<file path="config.mk">
export PLATFORM = sky130hd
export DESIGN_NAME = qrm_fifo
export DESIGN_NICKNAME = d
export VERILOG_FILES = /design/src/rtl/quaternion_to_rotation_matrix_unit_assert.svh /design/src/rtl/qrm_pkg.sv /design/src/rtl/qrm_fifo.sv
export SDC_FILE = /design/constraint.sdc
export NUM_CORES = 1
export LEC_CHECK = 0
export ABC_AREA = 1
export BUFFER_PORTS_ARGS = -buffer_cell sky130_fd_sc_hd__buf_2
export CORE_AREA = 2 2 263 265
export CTS_BUF_LIST = sky130_fd_sc_hd__clkbuf_8
export CTS_CLUSTER_SIZE = 25
export DETAILED_ROUTE_END_ITERATION = 16
export DIE_AREA = 0 0 265 267
export PLACE_DENSITY = 0.7
export SYNTH_ARGS = -nofsm -noshare
export SYNTH_HDL_FRONTEND = slang
export SYNTH_SLANG_ARGS = --single-unit
</file>
<file path="constraint.sdc">
create_clock -name clk -period 32.2 [get_ports clk]
set_input_delay 1.61 -clock clk [delete_from_list [all_inputs] [get_ports clk]]
set_output_delay 1.61 -clock clk [all_outputs]
set_load 0.1 [all_outputs]
</file>
<file path="src/rtl/quaternion_to_rotation_matrix_unit_assert.svh">
// Assertion macros used by the RTL back end (qrm_back).
`ifndef QUATERNION_TO_ROTATION_MATRIX_UNIT_ASSERT_SVH
`define QUATERNION_TO_ROTATION_MATRIX_UNIT_ASSERT_SVH
`ifndef ASSERT_OFF
`define QRM_ASSERT_IMP(label, clk, rst, a, b) \
  label: assert property (@(posedge clk) disable iff (rst) (a) |-> (b)) \
    else $error("assertion failed");
`define QRM_ASSERT_NXT(label, clk, rst, a, b) \
  label: assert property (@(posedge clk) disable iff (rst) (a) |=> (b)) \
    else $error("assertion failed");
`else
`define QRM_ASSERT_IMP(label, clk, rst, a, b)
`define QRM_ASSERT_NXT(label, clk, rst, a, b)
`endif
`endif

</file>
<file path="src/rtl/qrm_pkg.sv">
package qrm_pkg;
  localparam int COMP_W = 16;
  localparam int NLANE = 9;
  localparam int PROD_W = 32;
  localparam int MAG_W = 33;
  localparam int NUM_W = 35;
  localparam int QUO_W = 16;
  localparam int RES_W = 16;
  localparam int THR_W = 15;
  localparam int DIV_STEPS = QUO_W;
  localparam int FIFO_DEPTH = 2;
  localparam int FIFO_AW = $clog2(FIFO_DEPTH);
  localparam int FIFO_CW = $clog2(FIFO_DEPTH + 1);

  localparam logic [THR_W-1:0] ONE_Q14 = 15'd16384;
  localparam logic [THR_W-1:0] THR_RESET = 15'd1;

  // item handed from front to back: nine ratio magnitudes over one quadrance
  typedef struct packed {
    logic                          zero;
    logic [MAG_W-1:0]              quad;
    logic [NLANE-1:0]              neg;
    logic [NLANE-1:0][MAG_W-1:0]   mag;
  } qrm_work_t;

  typedef struct packed {
    logic [MAG_W-1:0] rem;
    logic [QUO_W-1:0] quo;
    logic             neg;
  } qrm_lane_t;

  typedef struct packed {
    logic                   zero;
    logic [MAG_W-1:0]       quad;
    qrm_lane_t [NLANE-1:0]  lane;
  } qrm_div_t;

  // one restoring division step; first step does not shift
  function automatic qrm_lane_t qrm_step(qrm_lane_t a, logic [MAG_W-1:0] d, logic first);
    logic [MAG_W:0] r2;
    logic           ge;
    qrm_lane_t      o;
    r2 = first ? {1'b0, a.rem} : {a.rem, 1'b0};
    ge = (r2 >= {1'b0, d});
    o.neg = a.neg;
    o.quo = {a.quo[QUO_W-2:0], ge};
    o.rem = ge ? MAG_W'(r2 - {1'b0, d}) : r2[MAG_W-1:0];
    return o;
  endfunction
endpackage

</file>
<file path="src/rtl/qrm_fifo.sv">
module qrm_fifo import qrm_pkg::*; (
  input  logic      clk,
  input  logic      rst,
  input  logic      push,
  input  qrm_work_t wdata,
  output logic      full,
  input  logic      pop,
  output qrm_work_t rdata,
  output logic      empty
);
  qrm_work_t          mem [FIFO_DEPTH];
  logic [FIFO_AW-1:0] wptr, rptr;
  logic [FIFO_CW-1:0] count;

  assign full = (count == FIFO_CW'(FIFO_DEPTH));
  assign empty = (count == '0);
  assign rdata = mem[rptr];

  always_ff @(posedge clk) begin
    if (rst) begin
      wptr <= '0;
      rptr <= '0;
      count <= '0;
    end else begin
      if (push) begin
        wptr <= (wptr == FIFO_AW'(FIFO_DEPTH - 1)) ? '0 : wptr + 1'b1;
      end
      if (pop) begin
        rptr <= (rptr == FIFO_AW'(FIFO_DEPTH - 1)) ? '0 : rptr + 1'b1;
      end
      if (push && !pop) begin
        count <= count + 1'b1;
      end else if (pop && !push) begin
        count <= count - 1'b1;
      end
    end
  end

  always_ff @(posedge clk) begin
    if (push) begin
      mem[wptr] <= wdata;
    end
  end
endmodule

</file>
After elaboration in Yosys (flattened, before gate mapping)
Memory sizes are Yosys's and may differ from the RTL's. A register that Yosys moved wholly into a read port is not among the register bits.
Cells that the tools add are included.
{"block": "op_classes", "eq_ne": 1, "n_addsub": 4, "mux": 8, "reduce_logical": 6}
{"op": "two-way mux 1 bit", "count": 6}
{"op": "two-way mux 2 bit", "count": 2}
{"op": "adder 1 bit (second input constant)", "count": 2}
{"op": "adder 2 x 1 -> 2 bit (second input constant)", "count": 1}
{"op": "equality test 2 bit (second input constant)", "count": 1}
{"op": "logical AND 1 bit", "count": 2}
{"op": "zero test 1 bit", "count": 2}
{"op": "zero test 2 bit", "count": 1}
{"op": "nonzero test 2 bit", "count": 1}
{"op": "subtractor 2 x 1 -> 2 bit (second input constant)", "count": 1}
{"block": "word_totals", "mem_bits_rw": 680, "wordCells": 23, "output_inout_bits": 342, "reg_bits": 4, "memories": 1}
{"name": "mem", "depth": 2, "word_bits": 340, "read_ports": 1, "rd_clocked_by_memory_dff": 1, "wr": 1, "line_no": "qrm_fifo.sv:11", "text": "qrm_work_t mem [FIFO_DEPTH];"}

Depth between registers and ports, before layout
Gate-level depths: netlist (run 1).
{"block": "logic_depth", "ltp_word": 4, "mapped_depth": 8}

Worst setup path after synthesis (run 1)
No wires, ideal clock.
{"block": "synth_path", "path_kind": "in2reg", "start": "input push", "end": "memory mem[0][0] (netlist bit), enable pin", "n_path_buf": 0, "stages": 2, "required_ps": 31141, "setup_slack_ps": 15294, "arrival_time_ps": 15848, "cell_sequence": "inv_1 -> nor2_1"}
{"block": "synth_via", "elab_chain_cells": 2}
{"item": "from (decl)", "line_no": "qrm_fifo.sv:4", "text": "input logic push,"}
{"item": "two-way mux 1 bit", "line_no": "qrm_fifo.sv:40", "text": "if (push) begin"}
{"item": "two-way mux 1 bit (implied by the code)", "line_no": "qrm_fifo.sv:41", "text": "mem[wptr] <= wdata;"}
{"item": "to (decl)", "line_no": "qrm_fifo.sv:11"}
Every way passes these cells.

==> results of run 1 <==
## layout by cell type, fill, tap and decap left out, types with 4 or more instances in the layout
master     synthesis  layout
buf_2              4     685
mux2_2            40      40
clkinv_1           0      23
dfxtp_1            5       4
bufinv_16          0       6
buf_4              0       8
diode_2            0      17
edfxtp_1         680     680
clkinv_2           0      14
mux2_4           300     300
clkbuf_8           0     119
nand2_1            5       5
nor2_1             7       6
inv_1              9      44
## sequential cells by signal, summed over array words and instances (netlist names), named ones only
| name | count |
|---|---|
| mem | 680 |
| wptr | 1 |
| rptr | 1 |
| count | 2 |
## power groups by stage
stage / clock, mW / combinational [mW] / sequential (mW)
finish: 0.722 / 0.534 / 1.05
CTS: 0.746 / 0.537 / 1.05
floorplan: 0 / 0.468 / 1.08
global placement: 0 / 0.532 / 1.07
global route: 0.784 / 0.548 / 1.05
detailed placement: 0 / 0.536 / 1.07
## final timing paths
| kind | from | end | slack [ns] | cells after the start |
|---|---|---|---|---|
| setup / recovery | flop | rdata[249] | 26.28 | 4 |
| hold / removal | rptr$_SDFFE_PP0P_ | rptr$_SDFFE_PP0P_ | 0.54 | 2 |
| setup reg to reg | wptr$_SDFFE_PP0P_ | mem[1][237]$_DFFE_PP_ | 28.66 | 4 |
| hold reg to reg | rptr$_SDFFE_PP0P_ | rptr$_SDFFE_PP0P_ | 0.54 | 2 |
## metrics by stage
step	cell area, µm²	util (%)	power, mW	setup slack, ns
4_1_cts	32500	47.7	2.33	26.19
2_1_floorplan	26300	-	1.55	15.29
3_5_place_dp	30300	44.5	1.61	26.99
3_3_place_gp	30300	44.5	1.60	27.10
6_report	32500	47.8	2.31	26.28
5_1_grt	32500	47.8	2.39	26.03
## routing by layer
| metal | vias to the layer above | track usage (%) |
|---|---|---|
| met5 | - | 0 |
| met4 | 6 | 7.31 |
| met1 | 6474 | 15.7 |
| li1 | 5933 | - |
| met3 | 139 | 6.55 |
| met2 | 536 | 28.2 |
## worst max-delay path: cells and delay by family (launching register included)
kind | cells | cell delay [ns]
buf+inv | 3 | 2.24
mux | 1 | 0.30
flops | 1 | 0.92
## layout make-up
| type | count | area share (%) |
|---|---|---|
| clock buffers | 119 | 5.04 |
| flip-flops and latches | 685 | 63.1 |
| diodes | 17 | 0.131 |
| multi-input cells | 359 | 15.6 |
| inverters | 9 | 0.127 |
| clock inverters | 87 | 1.75 |
| repair buffers | 695 | 10.9 |
| well taps | 882 | 3.40 |
## kinds of logic after synthesis
kind of cell | after synthesis | share of synthesized area, %
flops | 685 | 78.0
mux | 340 | 18.8
buf+inv | 47 | 2.76
simple gates | 15 | 0.233
compound gates | 2 | 0.0380
xor+xnor | 1 | 0.0333
fa+ha+maj | 1 | 0.0476
==> impl_metrics.xml, run 1 <==
<?xml version="1.0" encoding="UTF-8"?>
<metrics>
  <group name="sta">
    <metric name="final.hold.worst_slack" unit="ns">0.541</metric>
    <metric name="skew" unit="ns">0.0482</metric>
    <metric name="finalSetupViolCount" unit="">0</metric>
    <metric name="layout_min_cycle_time" unit="ns">5.92</metric>
    <metric name="fmaxAchievable" unit="GHz">0.169</metric>
    <metric name="slew-limit-headroom" unit="%">18.9</metric>
    <metric name="tns" unit="ns">0</metric>
    <metric name="rsz_0062_raised_after_global_routing" unit="">no</metric>
    <metric name="final_max_slew_viol_count" unit="">0</metric>
    <metric name="finalCritPeriodShare" unit="%">18.4</metric>
    <metric name="tightest_slew" unit="ns">1.22</metric>
    <metric name="timing_hold_violations_final" unit="">0</metric>
  </group>
  <group name="run">
    <metric name="drv_cap" unit="">0</metric>
  </group>
  <group name="power">
    <metric name="p_seq_share" unit="%">45.6</metric>
    <metric name="power.static_leakage" unit="nW">12.9</metric>
    <metric name="vdd.ir_drop.worst" unit="mV">0.0605</metric>
    <metric name="switching_power" unit="µW">765</metric>
    <metric name="internal-power" unit="mW">1.54</metric>
    <metric name="share_comb_of_total_power" unit="%">23.1</metric>
    <metric name="power_density" unit="nW/µm²">71.0</metric>
    <metric name="power.share.switching" unit="%">33.1</metric>
    <metric name="clkPwrFrac" unit="%">31.3</metric>
  </group>
  <group name="placed_design">
    <metric name="io_buffers" unit="">685</metric>
    <metric name="post-dp-hpwl" unit="mm">41.2</metric>
    <metric name="dpl.cell_count" unit="">2630</metric>
    <metric name="finalWeightedCongestion" unit="">0.880</metric>
  </group>
  <group name="finish">
    <metric name="fillCellCount" unit="">5755</metric>
    <metric name="multiInputGateArea" unit="µm²">5050</metric>
    <metric name="finish.net_count" unit="">2205</metric>
    <metric name="final_cell_count_no_fill" unit="">2853</metric>
    <metric name="layout-drive-gt1-share" unit="%">60.6</metric>
    <metric name="layout-area-overhead-vs-synth" unit="%">23.6</metric>
    <metric name="sequential_cell_area" unit="µm²">20500</metric>
  </group>
  <group name="global_route">
    <metric name="grt_max_degree" unit="">164</metric>
    <metric name="first_global_vias" unit="">13900</metric>
    <metric name="globalRouteOverflowTotal" unit="">0</metric>
    <metric name="antenna_found_initial" unit="">20</metric>
    <metric name="first_pass_grt_wire_length" unit="mm">82.9</metric>
    <metric name="grt_usage" unit="%">15.7</metric>
  </group>
  <group name="routing">
    <metric name="dr_wl_met3" unit="mm">5.47</metric>
    <metric name="routedLengthMet1" unit="mm">19.7</metric>
    <metric name="maxUsedRoutingLayer" unit="">met5</metric>
    <metric name="route.detailed.vias_per_inst" unit="">4.59</metric>
    <metric name="wl_per_cell" unit="µm">20.5</metric>
    <metric name="number_of_vias_in_the_routed_layout" unit="">13100</metric>
    <metric name="route.final.wire_length" unit="mm">58.4</metric>
    <metric name="drt-initial-drc-count" unit="">838</metric>
    <metric name="ant_nets" unit="">0</metric>
    <metric name="drcViolationCount" unit="">0</metric>
    <metric name="detail_route.first_pass.iterations" unit="">5</metric>
    <metric name="met2_length" unit="mm">31.1</metric>
  </group>
  <group name="yosys">
    <metric name="synth.cells.most_frequent" unit="">edfxtp_1 (680), mux2_4 (300), mux2_2 (40)</metric>
    <metric name="mappedNetlistArea" unit="µm²">26300</metric>
    <metric name="largest_area_contributor_in_the_netlist" unit="">edfxtp_1</metric>
    <metric name="yosys_most_used_dff" unit="">edfxtp_1</metric>
    <metric name="synthCells" unit="">1091</metric>
    <metric name="post-synth-top-count-cell" unit="">edfxtp_1</metric>
    <metric name="seq_cells_post_synth" unit="">685</metric>
    <metric name="synth_top_cell_area_share" unit="%">77.7</metric>
    <metric name="synth_nets" unit="">1436</metric>
    <metric name="synth-warning-count" unit="">0</metric>
    <metric name="yosys.cell_types.count" unit="">17</metric>
    <metric name="synth-edff-count" unit="">680</metric>
    <metric name="syn_avg_cell_area" unit="µm²">24.1</metric>
    <metric name="synth_seq_area_share" unit="%">78.0</metric>
    <metric name="synth.top_cells.by_area" unit="">edfxtp_1 (78%), mux2_4 (17%), buf_12 (2.5%), mux2_2 (1.7%), dfxtp_1 (0.38%)</metric>
    <metric name="postSynth.asyncResetShare" unit="%">0</metric>
  </group>
  <group name="setup_path">
    <metric name="critical_path_end_type" unit="">primary output</metric>
    <metric name="cpMostUsedCell" unit="">buf_4</metric>
    <metric name="worst_ep_required_time" unit="ns">30.59</metric>
    <metric name="worstPathMaxFanout" unit="">58</metric>
    <metric name="crit_path_top_delay_cell" unit="">dfxtp_4</metric>
    <metric name="crit_chain" unit="">buf_4, buf_4, mux2_4, buf_2</metric>
    <metric name="critical_path_arrival" unit="ns">4.31</metric>
    <metric name="critPathMaxStageDelay" unit="ns">0.92</metric>
    <metric name="timing.setup.critical_path_class" unit="">flop to primary output</metric>
    <metric name="critPathLaunchType" unit="">flop</metric>
  </group>
  <group name="clock_tree">
    <metric name="cts_hold_buffers" unit="">0</metric>
    <metric name="post_cts_resized" unit="">0</metric>
    <metric name="clk_sink_count" unit="">685</metric>
    <metric name="clkSlewWorstSetupHoldPaths" unit="ns">0.06</metric>
    <metric name="cts-htree-levels" unit="">3</metric>
    <metric name="ctsLongestPathBuffers" unit="">3</metric>
    <metric name="clk_root_buffer_cell" unit="">clkbuf_8</metric>
    <metric name="clk-insertion-delay-late" unit="ns">0.69</metric>
    <metric name="cts_tree" unit="">done</metric>
    <metric name="numCtsBuffers" unit="">110</metric>
    <metric name="post-cts-setup-buffer-count" unit="">0</metric>
  </group>
  <group name="die">
    <metric name="ios" unit="">686</metric>
    <metric name="die_h" unit="µm">267</metric>
    <metric name="design.die.area" unit="µm²">70800</metric>
    <metric name="core_area" unit="µm²">68000</metric>
    <metric name="initial_utilization" unit="%">38.7</metric>
    <metric name="die_w" unit="µm">265</metric>
    <metric name="row_count" unit="">96</metric>
  </group>
  <group name="outcome">
    <metric name="run_status" unit="">completed</metric>
  </group>
  <group name="worst_hold_path">
    <metric name="class_of_the_tightest_hold_or_removal_check" unit="">flop to flop</metric>
  </group>
</metrics>
Power figures use the tool's default switching activity.
==> run 2, diff against run 1 <==
Settings changed: ABC_AREA 1 to 0, CORE_AREA 2 2 263 265 to 2 2 264 266, DIE_AREA 0 0 265 267 to 0 0 266 268, PLACE_DENSITY 0.7 to 0.69.
Clock period 32.2 ns to 5.6 ns, I/O delays scaled along.
==> run 2 against run 1 <==
  * Global-route usage rose by 0.79 points
  * Final cell count up 11%
  * Routed wire length increased by 6.5%
  * Register-to-register slack got worse by 25 ns
==> impl_metrics.xml, run 2 <==
<?xml version="1.0" encoding="UTF-8"?>
<metrics>
  <group name="die">
    <metric name="row_count" unit="">96</metric>
    <metric name="die_h" unit="µm">268</metric>
    <metric name="ios" unit="">686</metric>
    <metric name="design.die.area" unit="µm²">71300</metric>
    <metric name="initial_utilization" unit="%">38.5</metric>
    <metric name="die_w" unit="µm">266</metric>
    <metric name="core_area" unit="µm²">68200</metric>
  </group>
  <group name="sta">
    <metric name="finalCritPeriodShare" unit="%">60.9</metric>
    <metric name="skew" unit="ns">0.0363</metric>
    <metric name="tightest_slew" unit="ns">1.15</metric>
    <metric name="layout_min_cycle_time" unit="ns">3.41</metric>
    <metric name="setup_ws" unit="ns">2.19</metric>
    <metric name="timing_hold_violations_final" unit="">0</metric>
    <metric name="slew-limit-headroom" unit="%">23.1</metric>
    <metric name="fmaxAchievable" unit="GHz">0.293</metric>
    <metric name="rsz_0062_raised_after_global_routing" unit="">no</metric>
    <metric name="finalSetupViolCount" unit="">0</metric>
    <metric name="final_max_slew_viol_count" unit="">0</metric>
  </group>
  <group name="global_route">
    <metric name="grt_usage" unit="%">16.5</metric>
    <metric name="first_pass_grt_wire_length" unit="mm">89.6</metric>
    <metric name="globalRouteOverflowTotal" unit="">0</metric>
    <metric name="first_global_vias" unit="">15800</metric>
    <metric name="grt_max_degree" unit="">163</metric>
    <metric name="antenna_found_initial" unit="">9</metric>
  </group>
  <group name="setup_path">
    <metric name="crit_chain" unit="">buf_12, mux2_4, buf_2</metric>
    <metric name="worst_r2r_startpoint" unit="">wptr$_SDFFE_PP0P_</metric>
    <metric name="rr_worst_depth" unit="">2</metric>
    <metric name="timing.setup.critical_path_class" unit="">flop to primary output</metric>
    <metric name="worst_ep_required_time" unit="ns">5.32</metric>
    <metric name="critical_path_end_type" unit="">primary output</metric>
    <metric name="worstPathMaxFanout" unit="">99</metric>
    <metric name="critical_path_arrival" unit="ns">3.13</metric>
    <metric name="critPathLaunchType" unit="">flop</metric>
    <metric name="r2r_slack" unit="ns">3.37</metric>
    <metric name="crit_path_top_delay_cell" unit="">dfxtp_4</metric>
    <metric name="critical_path.reg2reg.endpoint" unit="">mem[0][198]$_DFFE_PP_</metric>
    <metric name="critPathMaxStageDelay" unit="ns">0.88</metric>
  </group>
  <group name="power">
    <metric name="vdd.ir_drop.worst" unit="mV">0.248</metric>
    <metric name="power.static_leakage" unit="nW">14.3</metric>
    <metric name="power_density" unit="nW/µm²">376</metric>
  </group>
  <group name="yosys">
    <metric name="postSynth.asyncResetShare" unit="%">0</metric>
    <metric name="yosys.area_share.simple" unit="%">0.167</metric>
    <metric name="synth_nets" unit="">1425</metric>
    <metric name="synth-edff-count" unit="">680</metric>
    <metric name="post-synth-top-count-cell" unit="">edfxtp_1</metric>
    <metric name="synth-warning-count" unit="">0</metric>
    <metric name="synth_fa_ha_area_share" unit="%">0.0476</metric>
    <metric name="synth_compound_area_share" unit="%">0.0381</metric>
    <metric name="synth_top_family_by_area" unit="">multiplexers</metric>
    <metric name="synth_seq_area_share" unit="%">78.1</metric>
    <metric name="synth.cells.most_frequent" unit="">edfxtp_1 (680), mux2_4 (300), mux2_2 (40)</metric>
    <metric name="yosys.cell_types.count" unit="">17</metric>
    <metric name="synth_xor_area_share" unit="%">0.133</metric>
    <metric name="yosys_most_used_dff" unit="">edfxtp_1</metric>
    <metric name="post_synth_mux_area_share" unit="%">18.9</metric>
    <metric name="largest_area_contributor_in_the_netlist" unit="">edfxtp_1</metric>
    <metric name="syn_avg_cell_area" unit="µm²">24.3</metric>
    <metric name="mappedNetlistArea" unit="µm²">26300</metric>
    <metric name="synth_top_cell_area_share" unit="%">77.7</metric>
    <metric name="synth.top_cells.by_area" unit="">edfxtp_1 (78%), mux2_4 (17%), buf_12 (2.5%), mux2_2 (1.7%), dfxtp_1 (0.38%)</metric>
    <metric name="synthCells" unit="">1080</metric>
    <metric name="seq_cells_post_synth" unit="">685</metric>
  </group>
  <group name="placed_design">
    <metric name="dpl_worst_slack" unit="ns">2.92</metric>
    <metric name="post-dp-hpwl" unit="mm">40.2</metric>
    <metric name="io_buffers" unit="">685</metric>
    <metric name="finalWeightedCongestion" unit="">0.836</metric>
    <metric name="dpl.cell_count" unit="">2625</metric>
    <metric name="placed_inst_area" unit="µm²">30300</metric>
  </group>
  <group name="clock_tree">
    <metric name="post-cts-setup-buffer-count" unit="">0</metric>
    <metric name="cts_hold_buffers" unit="">343</metric>
    <metric name="clk_sink_count" unit="">685</metric>
    <metric name="clk-insertion-delay-late" unit="ns">0.69</metric>
    <metric name="cts_tree" unit="">done</metric>
    <metric name="cts-htree-levels" unit="">3</metric>
    <metric name="clkSlewWorstSetupHoldPaths" unit="ns">0.06</metric>
    <metric name="ctsLongestPathBuffers" unit="">3</metric>
    <metric name="clk_root_buffer_cell" unit="">clkbuf_8</metric>
    <metric name="numCtsBuffers" unit="">110</metric>
    <metric name="post_cts_resized" unit="">0</metric>
  </group>
  <group name="routing">
    <metric name="met2_length" unit="mm">33.1</metric>
    <metric name="detail_route.first_pass.iterations" unit="">5</metric>
    <metric name="route.final.wire_length" unit="mm">62.2</metric>
    <metric name="route.detailed.vias_per_inst" unit="">4.59</metric>
    <metric name="maxUsedRoutingLayer" unit="">met5</metric>
    <metric name="routedLengthMet1" unit="mm">22.4</metric>
    <metric name="ant_nets" unit="">0</metric>
    <metric name="dr_wl_met3" unit="mm">4.09</metric>
    <metric name="drt-initial-drc-count" unit="">905</metric>
    <metric name="wl_per_cell" unit="µm">19.5</metric>
    <metric name="drcViolationCount" unit="">0</metric>
    <metric name="number_of_vias_in_the_routed_layout" unit="">14600</metric>
  </group>
  <group name="run">
    <metric name="drv_cap" unit="">0</metric>
  </group>
  <group name="finish">
    <metric name="most_common_cell_after_layout_fill_and_taps_aside" unit="">buf_2</metric>
    <metric name="layout-drive-gt1-share" unit="%">51.4</metric>
    <metric name="finish.net_count" unit="">2543</metric>
    <metric name="largest_reg_flops" unit="">680</metric>
    <metric name="final_design_area_no_fill" unit="µm²">35800</metric>
    <metric name="fillCellCount" unit="">5355</metric>
    <metric name="layout-area-overhead-vs-synth" unit="%">36.2</metric>
    <metric name="most-common-layout-cells" unit="">buf_2 (685), edfxtp_1 (680), dlygate4sd3_1 (343)</metric>
    <metric name="top_register" unit="">mem</metric>
    <metric name="final_cell_count_no_fill" unit="">3181</metric>
    <metric name="utilization" unit="%">52.4</metric>
    <metric name="largest_registers_ranked_by_flip_flop_count" unit="">mem x680, count x2</metric>
  </group>
  <group name="worst_hold_path">
    <metric name="worst_hold_path.num_cells" unit="">4</metric>
    <metric name="min_from" unit="">push</metric>
    <metric name="class_of_the_tightest_hold_or_removal_check" unit="">input port to flop</metric>
    <metric name="holdPathEnd" unit="">count[0]$_SDFFE_PP0P_</metric>
  </group>
  <group name="outcome">
    <metric name="run_status" unit="">completed</metric>
  </group>
</metrics>
[run 2: cell types whose count changed in the layout (fill, tap and decap cells not counted), sizes merged, moves of 4 or more]
cell / change
dlygate4sd3: +343
clkbuf: -8
buf: +6
clkinv: +6
diode: -6
bufinv: -5
nand2: -5
inv: -4
[run 2: cells by family (layout without fill, tap and decap cells)]
kind of cell	count (synthesis)	in the layout
adders and majority gates	1	1
buffers and inverters	39	1247
and+or+nand+nor	9	9
other	0	11
muxes	340	340
DFF	685	685
AOI/OAI and AO/OA	2	2
xor gates and xnor gates	4	4
[run 2: final cells by class]
cell class	instances	area (µm²)	share of cell area (%)
timing repair buffer	1044	7060	19.7
clock buffer	111	1530	4.27
clock inverter	91	460	1.29
antenna	11	27.5	0.0770
sequential	685	20500	57.4
multi-input combinational	356	5070	14.2
tap	882	1100	3.09
inverter	1	3.75	0.0105
[run 2: worst max-delay path: cells and delay by family (launching register included)]
kind | cells | cell delay [ns]
mux | 1 | 0.30
flops | 1 | 0.88
buf+inv | 2 | 0.90
[run 2: worst max path at each step]
stage,end,depth (start not counted)
after global placement,rdata[174],3
after global routing,rdata[151],3
after floorplan,mem[0][0]$_DFFE_PP_,1
final,rdata[305],3
after detailed placement,rdata[207],3
after CTS,rdata[156],3
[run 2: report_power, final]
group          internal, mW  total (mW)  switching (mW)
combinational         0.858        3.51            2.65
clock                  1.91        3.85            1.94
sequential             6.00        6.10          0.0962
[run 2: through the flow]
| step | hold WS [ns] | power [mW] | TNS, ns |
|---|---|---|---|
| floorplan | 0.345 | 9.06 | -66.07 |
| global placement | 0.468 | 9.46 | 0 |
| detailed placement | 0.471 | 9.50 | 0 |
| CTS | 0.00731 | 13.6 | 0 |
| global route | 0.0852 | 13.9 | 0 |
| finish | 0.121 | 13.5 | 0 |
[run 2: layer usage]
metal | vias up | GRT usage (%)
li1 | 6598 | -
met1 | 7262 | 17.6
met2 | 585 | 29.5
met3 | 153 | 4.76
met4 | 4 | 8.70
met5 | - | 0
==> run 3, diff against run 2 <==
Settings changed: ABC_AREA 0 to 1, PLACE_DENSITY 0.69 to 0.72.
Clock period 5.6 ns to 2.85 ns, I/O delays scaled along.
==> run 3 against run 2 <==
  * Utilization increased by 0.56 points
  * Die area unchanged
  * Sequential power increased by 93%
  * Non-clock buffer count increased by 17
  * Critical endpoint is now rdata[43]
  * Largest cell class unchanged
  * Largest power group unchanged
  * Highest routed layer unchanged
==> impl_metrics.xml, run 3 (synthesis gave the netlist of run 1 again) <==
<?xml version="1.0" encoding="UTF-8"?>
<metrics>
  <group name="power">
    <metric name="share_comb_of_total_power" unit="%">24.7</metric>
    <metric name="vdd.ir_drop.worst" unit="mV">0.500</metric>
    <metric name="switching_power" unit="mW">8.92</metric>
    <metric name="power.static_leakage" unit="nW">14.4</metric>
    <metric name="internal-power" unit="mW">17.7</metric>
    <metric name="p_seq_share" unit="%">44.5</metric>
    <metric name="power_density" unit="nW/µm²">736</metric>
    <metric name="post-layout-total-power" unit="mW">26.6</metric>
    <metric name="power.share.switching" unit="%">33.5</metric>
    <metric name="clkPwrFrac" unit="%">30.8</metric>
  </group>
  <group name="setup_path">
    <metric name="worst_ep_required_time" unit="ns">2.71</metric>
    <metric name="critical_path_end_type" unit="">primary output</metric>
    <metric name="critical_path.reg2reg.endpoint" unit="">mem[1][288]$_DFFE_PP_</metric>
    <metric name="critPathLaunchType" unit="">flop</metric>
    <metric name="worstPathMaxFanout" unit="">61</metric>
    <metric name="rr_worst_depth" unit="">3</metric>
    <metric name="worst_r2r_startpoint" unit="">wptr$_SDFFE_PP0P_</metric>
    <metric name="timing.setup.critical_path_class" unit="">flop to primary output</metric>
    <metric name="r2r_slack" unit="ns">1.17</metric>
    <metric name="critical_path_arrival" unit="ns">2.44</metric>
  </group>
  <group name="finish">
    <metric name="layout-area-overhead-vs-synth" unit="%">37.5</metric>
    <metric name="final_design_area_no_fill" unit="µm²">36200</metric>
    <metric name="largest_registers_ranked_by_flip_flop_count" unit="">mem x680, count x2</metric>
    <metric name="fillCellCount" unit="">5256</metric>
    <metric name="finish.net_count" unit="">2569</metric>
    <metric name="largest_reg_flops" unit="">680</metric>
    <metric name="layout-drive-gt1-share" unit="%">51.8</metric>
    <metric name="most_common_cell_after_layout_fill_and_taps_aside" unit="">buf_2</metric>
    <metric name="top_register" unit="">mem</metric>
    <metric name="utilization" unit="%">53.0</metric>
    <metric name="most-common-layout-cells" unit="">buf_2 (685), edfxtp_1 (680), dlygate4sd3_1 (344)</metric>
    <metric name="final_cell_count_no_fill" unit="">3203</metric>
  </group>
  <group name="worst_hold_path">
    <metric name="worst_hold_path.num_cells" unit="">2</metric>
    <metric name="min_from" unit="">wdata[295]</metric>
    <metric name="class_of_the_tightest_hold_or_removal_check" unit="">input port to flop</metric>
    <metric name="holdPathEnd" unit="">mem[1][295]$_DFFE_PP_</metric>
  </group>
  <group name="clock_tree">
    <metric name="post-cts-setup-buffer-count" unit="">0</metric>
    <metric name="ctsLongestPathBuffers" unit="">3</metric>
    <metric name="clk_sink_count" unit="">685</metric>
    <metric name="numCtsBuffers" unit="">108</metric>
    <metric name="cts_tree" unit="">done</metric>
    <metric name="clkSlewWorstSetupHoldPaths" unit="ns">0.07</metric>
    <metric name="clk-insertion-delay-late" unit="ns">0.70</metric>
    <metric name="clk_root_buffer_cell" unit="">clkbuf_8</metric>
    <metric name="cts-htree-levels" unit="">3</metric>
  </group>
  <group name="routing">
    <metric name="wl_per_cell" unit="µm">20.0</metric>
    <metric name="drt-initial-drc-count" unit="">920</metric>
    <metric name="maxUsedRoutingLayer" unit="">met5</metric>
    <metric name="number_of_vias_in_the_routed_layout" unit="">14900</metric>
    <metric name="detail_route.first_pass.iterations" unit="">5</metric>
    <metric name="drcViolationCount" unit="">0</metric>
    <metric name="routedLengthMet1" unit="mm">23.7</metric>
    <metric name="route.final.wire_length" unit="mm">64.2</metric>
    <metric name="route.detailed.vias_per_inst" unit="">4.64</metric>
    <metric name="met2_length" unit="mm">33.6</metric>
    <metric name="ant_nets" unit="">0</metric>
    <metric name="dr_wl_met3" unit="mm">4.60</metric>
  </group>
  <group name="die">
    <metric name="core_area" unit="µm²">68200</metric>
    <metric name="die_h" unit="µm">268</metric>
    <metric name="initial_utilization" unit="%">38.5</metric>
    <metric name="row_count" unit="">96</metric>
    <metric name="die_w" unit="µm">266</metric>
    <metric name="design.die.area" unit="µm²">71300</metric>
    <metric name="ios" unit="">686</metric>
  </group>
  <group name="global_route">
    <metric name="grt_max_degree" unit="">122</metric>
    <metric name="first_pass_grt_wire_length" unit="mm">92.7</metric>
    <metric name="grt_usage" unit="%">17.1</metric>
    <metric name="first_global_vias" unit="">16200</metric>
    <metric name="globalRouteOverflowTotal" unit="">0</metric>
    <metric name="antenna_found_initial" unit="">16</metric>
  </group>
  <group name="placed_design">
    <metric name="io_buffers" unit="">685</metric>
    <metric name="placed_inst_area" unit="µm²">30600</metric>
    <metric name="dpl_worst_slack" unit="ns">0.941</metric>
    <metric name="post-dp-hpwl" unit="mm">41.8</metric>
    <metric name="dpl.cell_count" unit="">2652</metric>
    <metric name="finalWeightedCongestion" unit="">0.840</metric>
  </group>
  <group name="sta">
    <metric name="fmaxAchievable" unit="GHz">0.387</metric>
    <metric name="tightest_slew" unit="ns">0.803</metric>
    <metric name="final_max_slew_viol_count" unit="">0</metric>
    <metric name="layout_min_cycle_time" unit="ns">2.59</metric>
    <metric name="skew" unit="ns">0.0468</metric>
    <metric name="timing_hold_violations_final" unit="">0</metric>
    <metric name="finalCritPeriodShare" unit="%">90.8</metric>
    <metric name="setup_ws" unit="ns">0.264</metric>
    <metric name="rsz_0062_raised_after_global_routing" unit="">no</metric>
    <metric name="final.hold.worst_slack" unit="ns">0.165</metric>
    <metric name="slew-limit-headroom" unit="%">46.5</metric>
    <metric name="tns" unit="ns">0</metric>
    <metric name="finalSetupViolCount" unit="">0</metric>
  </group>
  <group name="run">
    <metric name="drv_cap" unit="">0</metric>
  </group>
  <group name="outcome">
    <metric name="run_status" unit="">completed</metric>
  </group>
</metrics>
==> run 3: critical path, stage by stage (launching register included) <==
cell and delay [ns]:
dfxtp_4 0.38, buf_12 0.21, buf_12 0.35, mux2_4 0.26
buf_2 0.42
==> run 3: timing repair <==
item / in CTS / in global routing
setup endpoints to repair: 0 / 0
hold buffers: 344 / 0
endpoints found under the hold margin: 686 / 0
resized for setup: 0 / 0
==> run 3: final cells by class <==
type                    instances  area [µm²]  share of cell area (%)
multi-input cells             359        5060                    14.0
well taps                     882        1100                    3.05
repair buffers               1061        7270                    20.1
diodes                          8        20.0                  0.0554
clock buffers                 109        1500                    4.15
flip-flops and latches        685       20500                    56.8
inverters                       9        37.5                   0.104
clock inverters                90         634                    1.75
==> run 3: routing by layer <==
layer | up-vias | track usage [%]
met5 | - | 0
met3 | 163 | 5.27
met1 | 7420 | 18.6
met4 | 10 | 7.18
li1 | 6658 | -
met2 | 625 | 31.0
==> run 3: how the worst max path moves through the flow <==
| stage | end | slack (ns) | depth (start not counted) |
|---|---|---|---|
| 5_1_grt | rdata[161] | 0.13 | 4 |
| 2_1_floorplan | mem[1][0]$_DFFE_PP_ | -3.05 | 2 |
| 4_1_cts | rdata[65] | 0.18 | 4 |
| 3_5_place_dp | rdata[65] | 0.94 | 4 |
| 3_3_place_gp | rdata[65] | 0.96 | 4 |
| 6_report | rdata[43] | 0.26 | 4 |
==> run 3: power by group through the flow <==
stage               sequential (mW)  clock, mW  combinational (mW)
floorplan                      12.1          0                5.29
global placement               12.0          0                6.13
detailed placement             12.0          0                6.17
CTS                            11.8       8.38                6.58
global route                   11.9       8.86                6.75
finish                         11.8       8.19                6.58
